===== config.mk =====
export PLATFORM = sky130hd
export DESIGN_NAME = assembly_line_lexer_top
export DESIGN_NICKNAME = d
export VERILOG_FILES = /design/src/design/asmlex_pkg.sv /design/src/design/asmlex_front.sv /design/src/design/asmlex_queue.sv /design/src/design/asmlex_back.sv /design/src/design/assembly_line_lexer_top.sv
export SDC_FILE = /design/constraint.sdc
export NUM_CORES = 1
export LEC_CHECK = 0
export ABC_AREA = 1
export BUFFER_PORTS_ARGS = -buffer_cell sky130_fd_sc_hd__buf_2
export CORE_UTILIZATION = 25
export DETAILED_ROUTE_END_ITERATION = 8
export GPL_ROUTABILITY_DRIVEN = 0
export PLACE_DENSITY = 0.39
export SLEW_MARGIN = 20
export SYNTH_ARGS = -nofsm -noshare
export SYNTH_HDL_FRONTEND = slang
export SYNTH_SLANG_ARGS = --single-unit

===== constraint.sdc =====
create_clock -name clk -period 5 [get_ports clk]
set_input_delay 0.5 -clock clk [delete_from_list [all_inputs] [get_ports clk]]
set_output_delay 0.5 -clock clk [all_outputs]
set_load 0.05 [all_outputs]

===== src/design/asmlex_pkg.sv =====
// Types, character constants and helpers shared by the lexer modules.
package asmlex_pkg;

    typedef enum logic [2:0] {
        MODE_IDLE    = 3'd0,
        MODE_COMMENT = 3'd1,
        MODE_IDENT   = 3'd2,
        MODE_NUMBER  = 3'd3,
        MODE_STRING  = 3'd4
    } asmlex_mode_t;

    typedef enum logic [1:0] {
        EV_START  = 2'd0,
        EV_APPEND = 2'd1,
        EV_END    = 2'd2
    } asmlex_kind_t;

    typedef enum logic [1:0] {
        CLS_PUNCT  = 2'd0,
        CLS_IDENT  = 2'd1,
        CLS_NUMBER = 2'd2,
        CLS_STRING = 2'd3
    } asmlex_class_t;

    typedef struct packed {
        asmlex_kind_t  kind;
        asmlex_class_t cls;
        logic [7:0]    ch;
        logic          has;
    } asmlex_ev_t;

    localparam int MAX_EVENTS = 3;

    // All events caused by one character, in emission order.
    typedef struct packed {
        logic [1:0]                      count;
        asmlex_ev_t [MAX_EVENTS-1:0]     ev;
    } asmlex_bundle_t;

    localparam logic [7:0] CH_HASH   = 8'h23;
    localparam logic [7:0] CH_UNDER  = 8'h5F;
    localparam logic [7:0] CH_MINUS  = 8'h2D;
    localparam logic [7:0] CH_DQUOTE = 8'h22;
    localparam logic [7:0] CH_SQUOTE = 8'h27;
    localparam logic [7:0] CH_BSLASH = 8'h5C;
    localparam logic [7:0] CH_SPACE  = 8'h20;
    localparam logic [7:0] CH_TAB    = 8'h09;

    localparam int Q_DEPTH = 4;
    localparam int Q_PTR_W = $clog2(Q_DEPTH);
    localparam int Q_CNT_W = $clog2(Q_DEPTH + 1);

    function automatic logic is_alpha(input logic [7:0] c);
        return ((c >= 8'h61) && (c <= 8'h7A)) || ((c >= 8'h41) && (c <= 8'h5A));
    endfunction

    function automatic logic is_digit(input logic [7:0] c);
        return (c >= 8'h30) && (c <= 8'h39);
    endfunction

    function automatic asmlex_ev_t mk_ev(input asmlex_kind_t kind, input asmlex_class_t cls,
                                         input logic [7:0] ch, input logic has);
        asmlex_ev_t e;
        e.kind = kind;
        e.cls  = cls;
        e.ch   = has ? ch : 8'h00;
        e.has  = has;
        return e;
    endfunction

endpackage


===== src/design/asmlex_front.sv =====
// Front end: accepts characters, tracks the lexer mode and builds event bundles.
module asmlex_front (
    input  logic                       clk,
    input  logic                       rst_n,
    input  logic                       char_valid,
    output logic                       char_stall,
    input  logic [7:0]                 char_in,
    input  logic                       line_end,
    input  logic                       q_full,
    output logic                       q_push,
    output asmlex_pkg::asmlex_bundle_t q_data
);
    import asmlex_pkg::*;

    asmlex_mode_t   mode_reg, mode_next;
    logic           single_reg, single_next;
    logic           bslash_reg, bslash_next;
    logic           accept;
    logic           redo;
    logic [1:0]     n;
    logic [7:0]     quote;
    asmlex_bundle_t bun;

    assign char_stall = q_full;
    assign accept     = char_valid && !q_full;

    always_comb
    begin
        mode_next   = mode_reg;
        single_next = single_reg;
        bslash_next = bslash_reg;
        bun         = '0;
        n           = 2'd0;
        redo        = 1'b0;
        quote       = single_reg ? CH_SQUOTE : CH_DQUOTE;

        unique case (mode_reg)
            MODE_COMMENT:
            begin
            end
            MODE_STRING:
            begin
                if ((char_in == quote) && !bslash_reg)
                begin
                    bun.ev[n]   = mk_ev(EV_END, CLS_STRING, 8'h00, 1'b0);
                    n           = n + 2'd1;
                    mode_next   = MODE_IDLE;
                    bslash_next = 1'b0;
                end
                else
                begin
                    bun.ev[n]   = mk_ev(EV_APPEND, CLS_STRING, char_in, 1'b1);
                    n           = n + 2'd1;
                    bslash_next = (char_in == CH_BSLASH);
                end
            end
            MODE_IDENT:
            begin
                if (is_alpha(char_in) || is_digit(char_in) || (char_in == CH_UNDER))
                begin
                    bun.ev[n] = mk_ev(EV_APPEND, CLS_IDENT, char_in, 1'b1);
                    n         = n + 2'd1;
                end
                else
                begin
                    bun.ev[n] = mk_ev(EV_END, CLS_IDENT, 8'h00, 1'b0);
                    n         = n + 2'd1;
                    mode_next = MODE_IDLE;
                    redo      = 1'b1;
                end
            end
            MODE_NUMBER:
            begin
                if (is_digit(char_in))
                begin
                    bun.ev[n] = mk_ev(EV_APPEND, CLS_NUMBER, char_in, 1'b1);
                    n         = n + 2'd1;
                end
                else
                begin
                    bun.ev[n] = mk_ev(EV_END, CLS_NUMBER, 8'h00, 1'b0);
                    n         = n + 2'd1;
                    mode_next = MODE_IDLE;
                    redo      = 1'b1;
                end
            end
            default:
            begin
                mode_next = MODE_IDLE;
                redo      = 1'b1;
            end
        endcase

        // Characters seen in idle and ones closing an identifier or number start afresh.
        if (redo)
        begin
            if (char_in == CH_HASH)
            begin
                mode_next = MODE_COMMENT;
            end
            else if ((char_in == CH_SPACE) || (char_in == CH_TAB))
            begin
            end
            else if ((char_in == CH_DQUOTE) || (char_in == CH_SQUOTE))
            begin
                bun.ev[n]   = mk_ev(EV_START, CLS_STRING, 8'h00, 1'b0);
                n           = n + 2'd1;
                mode_next   = MODE_STRING;
                single_next = (char_in == CH_SQUOTE);
                bslash_next = 1'b0;
            end
            else if (is_alpha(char_in) || (char_in == CH_UNDER))
            begin
                bun.ev[n] = mk_ev(EV_START, CLS_IDENT, char_in, 1'b1);
                n         = n + 2'd1;
                mode_next = MODE_IDENT;
            end
            else if ((char_in == CH_MINUS) || is_digit(char_in))
            begin
                bun.ev[n] = mk_ev(EV_START, CLS_NUMBER, char_in, 1'b1);
                n         = n + 2'd1;
                mode_next = MODE_NUMBER;
            end
            else
            begin
                bun.ev[n] = mk_ev(EV_START, CLS_PUNCT, char_in, 1'b1);
                n         = n + 2'd1;
                bun.ev[n] = mk_ev(EV_END, CLS_PUNCT, 8'h00, 1'b0);
                n         = n + 2'd1;
            end
        end

        // The end of a line closes whatever token is still open.
        if (line_end)
        begin
            if (mode_next == MODE_IDENT)
            begin
                bun.ev[n] = mk_ev(EV_END, CLS_IDENT, 8'h00, 1'b0);
                n         = n + 2'd1;
            end
            else if (mode_next == MODE_NUMBER)
            begin
                bun.ev[n] = mk_ev(EV_END, CLS_NUMBER, 8'h00, 1'b0);
                n         = n + 2'd1;
            end
            else if (mode_next == MODE_STRING)
            begin
                bun.ev[n] = mk_ev(EV_END, CLS_STRING, 8'h00, 1'b0);
                n         = n + 2'd1;
            end
            mode_next   = MODE_IDLE;
            bslash_next = 1'b0;
        end

        bun.count = n;
    end

    assign q_push = accept && (n != 2'd0);
    assign q_data = bun;

    always_ff @(posedge clk or negedge rst_n)
    begin
        if (!rst_n)
        begin
            mode_reg   <= MODE_IDLE;
            single_reg <= 1'b0;
            bslash_reg <= 1'b0;
        end
        else if (accept)
        begin
            mode_reg   <= mode_next;
            single_reg <= single_next;
            bslash_reg <= bslash_next;
        end
    end

endmodule


===== src/design/asmlex_queue.sv =====
// Short queue of event bundles between the front and back ends.
module asmlex_queue (
    input  logic                       clk,
    input  logic                       rst_n,
    input  logic                       push,
    input  asmlex_pkg::asmlex_bundle_t push_data,
    output logic                       full,
    output logic                       not_empty,
    output asmlex_pkg::asmlex_bundle_t head,
    input  logic                       pop
);
    import asmlex_pkg::*;

    asmlex_bundle_t       mem_reg [Q_DEPTH];
    logic [Q_PTR_W-1:0]   wr_ptr_reg, wr_ptr_next;
    logic [Q_PTR_W-1:0]   rd_ptr_reg, rd_ptr_next;
    logic [Q_CNT_W-1:0]   cnt_reg, cnt_next;
    logic                 do_push;
    logic                 do_pop;

    assign full      = (cnt_reg == Q_CNT_W'(Q_DEPTH));
    assign not_empty = (cnt_reg != '0);
    assign head      = mem_reg[rd_ptr_reg];
    assign do_push   = push && !full;
    assign do_pop    = pop && not_empty;

    always_comb
    begin
        wr_ptr_next = wr_ptr_reg;
        rd_ptr_next = rd_ptr_reg;
        cnt_next    = cnt_reg;
        if (do_push)
        begin
            wr_ptr_next = (wr_ptr_reg == Q_PTR_W'(Q_DEPTH - 1)) ? '0 : wr_ptr_reg + 1'b1;
        end
        if (do_pop)
        begin
            rd_ptr_next = (rd_ptr_reg == Q_PTR_W'(Q_DEPTH - 1)) ? '0 : rd_ptr_reg + 1'b1;
        end
        if (do_push && !do_pop)
        begin
            cnt_next = cnt_reg + 1'b1;
        end
        else if (do_pop && !do_push)
        begin
            cnt_next = cnt_reg - 1'b1;
        end
    end

    always_ff @(posedge clk or negedge rst_n)
    begin
        if (!rst_n)
        begin
            wr_ptr_reg <= '0;
            rd_ptr_reg <= '0;
            cnt_reg    <= '0;
        end
        else
        begin
            wr_ptr_reg <= wr_ptr_next;
            rd_ptr_reg <= rd_ptr_next;
            cnt_reg    <= cnt_next;
        end
    end

    always_ff @(posedge clk)
    begin
        if (do_push)
        begin
            mem_reg[wr_ptr_reg] <= push_data;
        end
    end

endmodule


===== src/design/asmlex_back.sv =====
// Back end: issues bundle events one per cycle unless stalled, through an output register.
module asmlex_back (
    input  logic                       clk,
    input  logic                       rst_n,
    input  logic                       q_valid,
    input  asmlex_pkg::asmlex_bundle_t q_head,
    output logic                       q_pop,
    output logic                       tok_valid,
    input  logic                       tok_stall,
    output logic [1:0]                 event_res,
    output logic [1:0]                 token_class,
    output logic [7:0]                 char_out,
    output logic                       has_char,
    output logic                       last
);
    import asmlex_pkg::*;

    logic [1:0]  sub_reg, sub_next;
    logic        valid_reg, valid_next;
    asmlex_ev_t  ev_reg;
    logic        last_reg;
    logic        load;
    logic        is_last;

    assign load    = q_valid && (!valid_reg || !tok_stall);
    assign is_last = (sub_reg == (q_head.count - 2'd1));
    assign q_pop   = load && is_last;

    always_comb
    begin
        sub_next   = sub_reg;
        valid_next = valid_reg && tok_stall;
        if (load)
        begin
            valid_next = 1'b1;
            sub_next   = is_last ? 2'd0 : sub_reg + 2'd1;
        end
    end

    always_ff @(posedge clk or negedge rst_n)
    begin
        if (!rst_n)
        begin
            sub_reg   <= 2'd0;
            valid_reg <= 1'b0;
        end
        else
        begin
            sub_reg   <= sub_next;
            valid_reg <= valid_next;
        end
    end

    always_ff @(posedge clk)
    begin
        if (load)
        begin
            ev_reg   <= q_head.ev[sub_reg];
            last_reg <= is_last;
        end
    end

    assign tok_valid   = valid_reg;
    assign event_res   = ev_reg.kind;
    assign token_class = ev_reg.cls;
    assign char_out    = ev_reg.ch;
    assign has_char    = ev_reg.has;
    assign last        = last_reg;

endmodule


===== src/design/assembly_line_lexer_top.sv =====
// Streaming assembly-line lexer: characters in, token events out.
//
// Input channel (char_valid / char_stall): one source byte per request with
// line_end set on the last byte of a line. Output channel (tok_valid /
// tok_stall): one token event per request, with last set on the final event
// caused by a character. Separators and comment text produce no event.
// The first event of a character is written into the bundle queue when the
// character is taken and then passes through the output register.
// Throughput: one character per cycle while each character causes at most one
// event and tok_stall is low; a character causing several events issues them
// one at a time, and the four-entry bundle queue between front and back ends
// absorbs such runs. The output register issues at most one event per cycle.
// char_stall rises only when the bundle queue is full, which happens when the
// receiver holds tok_stall high or a long run of multi-event characters
// arrives. A stalled output event holds steady until it is taken.
// Reset returns the lexer to idle, empties the queue and clears tok_valid.
module assembly_line_lexer_top (
    input  logic       clk,
    input  logic       rst_n,
    input  logic       char_valid,
    output logic       char_stall,
    input  logic [7:0] char_in,
    input  logic       line_end,
    output logic       tok_valid,
    input  logic       tok_stall,
    output logic [1:0] event_res,
    output logic [1:0] token_class,
    output logic [7:0] char_out,
    output logic       has_char,
    output logic       last
);
    import asmlex_pkg::*;

    logic           q_push;
    logic           q_full;
    logic           q_not_empty;
    logic           q_pop;
    asmlex_bundle_t q_wdata;
    asmlex_bundle_t q_head;

    asmlex_front u_front (
        .clk        (clk),
        .rst_n      (rst_n),
        .char_valid (char_valid),
        .char_stall (char_stall),
        .char_in    (char_in),
        .line_end   (line_end),
        .q_full     (q_full),
        .q_push     (q_push),
        .q_data     (q_wdata)
    );

    asmlex_queue u_queue (
        .clk       (clk),
        .rst_n     (rst_n),
        .push      (q_push),
        .push_data (q_wdata),
        .full      (q_full),
        .not_empty (q_not_empty),
        .head      (q_head),
        .pop       (q_pop)
    );

    asmlex_back u_back (
        .clk         (clk),
        .rst_n       (rst_n),
        .q_valid     (q_not_empty),
        .q_head      (q_head),
        .q_pop       (q_pop),
        .tok_valid   (tok_valid),
        .tok_stall   (tok_stall),
        .event_res   (event_res),
        .token_class (token_class),
        .char_out    (char_out),
        .has_char    (has_char),
        .last        (last)
    );

endmodule


==> run metrics <==
total power per unit cell area 765 nW/um^2; XOR/XNOR share of the synthesized area 0.381%; Layout Nets 684; Post-CTS Hold Fix Bufs 0; count of input and output buffers 28; Critical Path Source Type flop; Chip Width 168 microns; via count 4559; GRT Overall Usage 12.5%; synthesized instance count 625; kind of cell with the highest combined delay on the critical path simple AND/OR/NAND/NOR gates; share of the synthesized area in the top cell type 58.4%; actual slew at the worst max-slew pin 0.880 ns; Root Driver sky130_fd_sc_hd__clkbuf_16; setup skew after layout 0.0110 ns; top post-synthesis cells by area sky130_fd_sc_hd__edfxtp_1 58%, sky130_fd_sc_hd__nor2_1 5.8%, sky130_fd_sc_hd__dfrtp_1 5.4%; portion of the post-synthesis area used by sequential elements 63.8%; endpoint class of the critical path flop; main combinational cell family by area after synthesis simple AND/OR/NAND/NOR gates; leading cell type in the layout, fill and taps excluded sky130_fd_sc_hd__edfxtp_1; cell with the largest stage delay on the worst path sky130_fd_sc_hd__dfrtp_1; clock-pin transition on the worst setup and hold timing paths 0.07 ns; setup ws final 1.34 ns; Resize count post-CTS 0; remaining design rule violation count 0; maximum number of pins on one net before global-route repair 63; post-synthesis mux area share 0%; required arrival time at the worst endpoint 5.30 ns; largest area contributor in the netlist sky130_fd_sc_hd__edfxtp_1; Remaining Overflow, GRT 0; average instance area after synthesis 11.0 sq um; Core Footprint 27000 sq um; placement-stage cell area 7410 sq um; fraction of layout instances using a drive strength above 1 17.2%; setup repair after global routing missed its margin no; Slew HR 41.3%; Clock Sinks 149; top-level I/O count 29; Peak supply drop 0.000226 V; Synth Area in Adders 2.65%; Crit path buffers/inverters 6; diode insertion count for antenna repair 0; clock tree from TritonCTS built; initial standard-cell utilization of the core 25.5%; fill count 2775; mean number of vias per cell 4.51; placed wire-length estimate 10700 microns; worst slack at placement 0.991 ns; buffers from clock root to sink, at most 2; antenna violation net count after detailed routing 0; min Tclk post-route 3.66 ns; vias in the first global route 4463; commonest cells after routing, fill and taps aside 134 x sky130_fd_sc_hd__edfxtp_1, 105 x sky130_fd_sc_hd__nor2_1, 72 x sky130_fd_sc_hd__o21ai_0, 61 x sky130_fd_sc_hd__nand2_1, 56 x sky130_fd_sc_hd__inv_1; first-pass GRT wire length 26100 microns; outcome complete, no violations; maximum clock frequency 273 MHz; Yosys reg bits 149; ordered list of cells on the worst path nor3_2, nor2_1, inv_2, nor2_4, inv_2, ha_1, inv_1, nand3_1, nor2_1, nand2_1, inv_1, nor2_4, ha_1, nand3_1, nand2_2, nand2_4, nand2_8, inv_2, ha_1, inv_1, fa_1, a21oi_1, o21ai_0, xor2_1; clock buffers created by TritonCTS 17; static leakage power 3.05 nW; Final Total Pwr 6.14 mW; max reg flops 120; count of cell types in the netlist 40; share of the cycle needed by the critical path after routing 73.3%; number of warnings issued by yosys 0; type of the setup path with the least slack flop to flop; Die Y-Extent 168 microns; aggregate routed wire length 16800 microns; design area 8020 sq um; count of pins over their slew limit 0; total iterations of the first detailed-routing run 4; Min-Delay Path Class primary input to async pin; Synth Area in Simple Gates 16.8%; post-synthesis net count 652; Finish-stage setup viols 0; Std-Cell Rows 60; clock latency of the later-clocked register in the worst-skew pair 0.42 ns; antenna violations before repair 0; share of the synthesized area in compound gates (AO/OA/AOI/OAI) 11.2%; Syn-to-layout area delta 16.4%; count of final hold-check violations 0; detailed router's first-iteration violation count 295; top fanout value on the critical path 7; drt wl/cell 16.6 microns; critical path arrival 3.96 ns; total number of H-tree levels 4; filler-free cell count of the finished design 1011; netlist area before placement 6890 sq um; max_cap viols 0; Post-CTS Setup Inserts 0; total die area 28200 sq um; longest individual stage delay on the worst path 0.43 ns; Post-Route Setup TNS 0 ns; Cells after DPL 979
[final timing paths]
check,endpoint,slack [ns],cells past startpoint,from
hold / removal,u_front.mode_reg[0],0.02,1,rst_n
setup / recovery,u_queue.cnt_reg[2],1.34,24,u_front.mode_reg[0]
max in group asynchronous,u_queue.wr_ptr_reg[0],4.68,1,rst_n
setup reg to reg,u_queue.cnt_reg[2],1.34,24,u_front.mode_reg[0]
hold reg to reg,u_back.tok_valid,0.54,2,u_back.tok_valid
min in group clk,u_back.tok_valid,0.34,3,tok_stall
[layout make-up]
| type | count | area [sq um] | area share [%] |
|---|---|---|---|
| Timing Repair Buffer | 38 | 215 | 2.68 |
| Clock buffer | 17 | 425 | 5.30 |
| Tap cell | 341 | 427 | 5.32 |
| Clock inverter | 15 | 185 | 2.31 |
| Inverter | 62 | 233 | 2.90 |
| Sequential cell | 149 | 4400 | 54.8 |
| Multi-Input combinational cell | 389 | 2140 | 26.7 |
[cell usage after synthesis]
master                     count
sky130_fd_sc_hd__edfxtp_1    134
sky130_fd_sc_hd__nor2_1      106
sky130_fd_sc_hd__o21ai_0      72
sky130_fd_sc_hd__nand2_1      61
sky130_fd_sc_hd__inv_1        56
sky130_fd_sc_hd__o22ai_1      32
sky130_fd_sc_hd__nand3_1      30
sky130_fd_sc_hd__clkbuf_1     21
sky130_fd_sc_hd__dfrtp_1      15
sky130_fd_sc_hd__ha_1         13
sky130_fd_sc_hd__nand2_2      12
sky130_fd_sc_hd__a22o_1        9
sky130_fd_sc_hd__nand2_4       9
sky130_fd_sc_hd__a21oi_1       8
sky130_fd_sc_hd__inv_2         6
sky130_fd_sc_hd__nor2_2        6
sky130_fd_sc_hd__nor2_4        4
sky130_fd_sc_hd__nand4_1       3
sky130_fd_sc_hd__nor3_1        3
sky130_fd_sc_hd__buf_4         2
sky130_fd_sc_hd__nand3_4       2
sky130_fd_sc_hd__o211ai_1      2
sky130_fd_sc_hd__xor2_1        2
sky130_fd_sc_hd__a21boi_0      1
sky130_fd_sc_hd__a21oi_2       1
sky130_fd_sc_hd__a32o_1        1
sky130_fd_sc_hd__a32oi_1       1
sky130_fd_sc_hd__buf_12        1
sky130_fd_sc_hd__buf_6         1
sky130_fd_sc_hd__fa_1          1
sky130_fd_sc_hd__nand2_8       1
sky130_fd_sc_hd__nor3_2        1
sky130_fd_sc_hd__nor3_4        1
sky130_fd_sc_hd__o21ai_1       1
sky130_fd_sc_hd__o21bai_1      1
sky130_fd_sc_hd__o22ai_2       1
sky130_fd_sc_hd__o31ai_1       1
sky130_fd_sc_hd__o32ai_1       1
sky130_fd_sc_hd__or2_1         1
sky130_fd_sc_hd__xnor2_1       1
[worst reg2reg max path, cell delays in order (launching register included)]
cell                      delay (ns)
sky130_fd_sc_hd__dfrtp_1        0.43
sky130_fd_sc_hd__nor3_2         0.36
sky130_fd_sc_hd__nor2_1         0.12
sky130_fd_sc_hd__inv_2          0.10
sky130_fd_sc_hd__nor2_4         0.06
sky130_fd_sc_hd__inv_2          0.13
sky130_fd_sc_hd__ha_1           0.24
sky130_fd_sc_hd__inv_1          0.06
sky130_fd_sc_hd__nand3_1        0.06
sky130_fd_sc_hd__nor2_1         0.10
sky130_fd_sc_hd__nand2_1        0.08
sky130_fd_sc_hd__inv_1          0.10
sky130_fd_sc_hd__nor2_4         0.05
sky130_fd_sc_hd__ha_1           0.29
sky130_fd_sc_hd__nand3_1        0.10
sky130_fd_sc_hd__nand2_2        0.08
sky130_fd_sc_hd__nand2_4        0.10
sky130_fd_sc_hd__nand2_8        0.08
sky130_fd_sc_hd__inv_2          0.08
sky130_fd_sc_hd__ha_1           0.13
sky130_fd_sc_hd__inv_1          0.06
sky130_fd_sc_hd__fa_1           0.37
sky130_fd_sc_hd__a21oi_1        0.14
sky130_fd_sc_hd__o21ai_0        0.11
sky130_fd_sc_hd__xor2_1         0.15
[metrics by stage]
| step | hold WS (ns) | utilization [%] |
|---|---|---|
| 2_1_floorplan | 0.204 | - |
| 3_3_place_gp | 0.474 | 27.4 |
| 3_5_place_dp | 0.474 | 27.4 |
| 4_1_cts | 0.0150 | 29.7 |
| 5_1_grt | 0.0305 | 29.7 |
| 6_report | 0.0169 | 29.7 |
[report_power, final]
part	switching (mW)	internal, mW
clock network	0.556	0.760
registers	0.124	2.07
logic	1.91	0.722
total	2.59	3.55
[metal layers]
metal | global-route usage [%] | part of all wire [%]
met1 | 16.4 | 48
met2 | 20.8 | 48
met3 | 2.44 | 3.9
met4 | 3.72 | 0.69
met5 | 0 | 0
[cells by family (layout without fill, tap and decap cells)]
kind of cell / after synthesis / after routing
flops: 149 / 149
compound gates: 132 / 132
buf+inv: 87 / 132
xor+xnor: 3 / 3
simple gates: 240 / 240
fa+ha+maj: 14 / 14
Note: power is estimated with default switching activity, not from simulation.
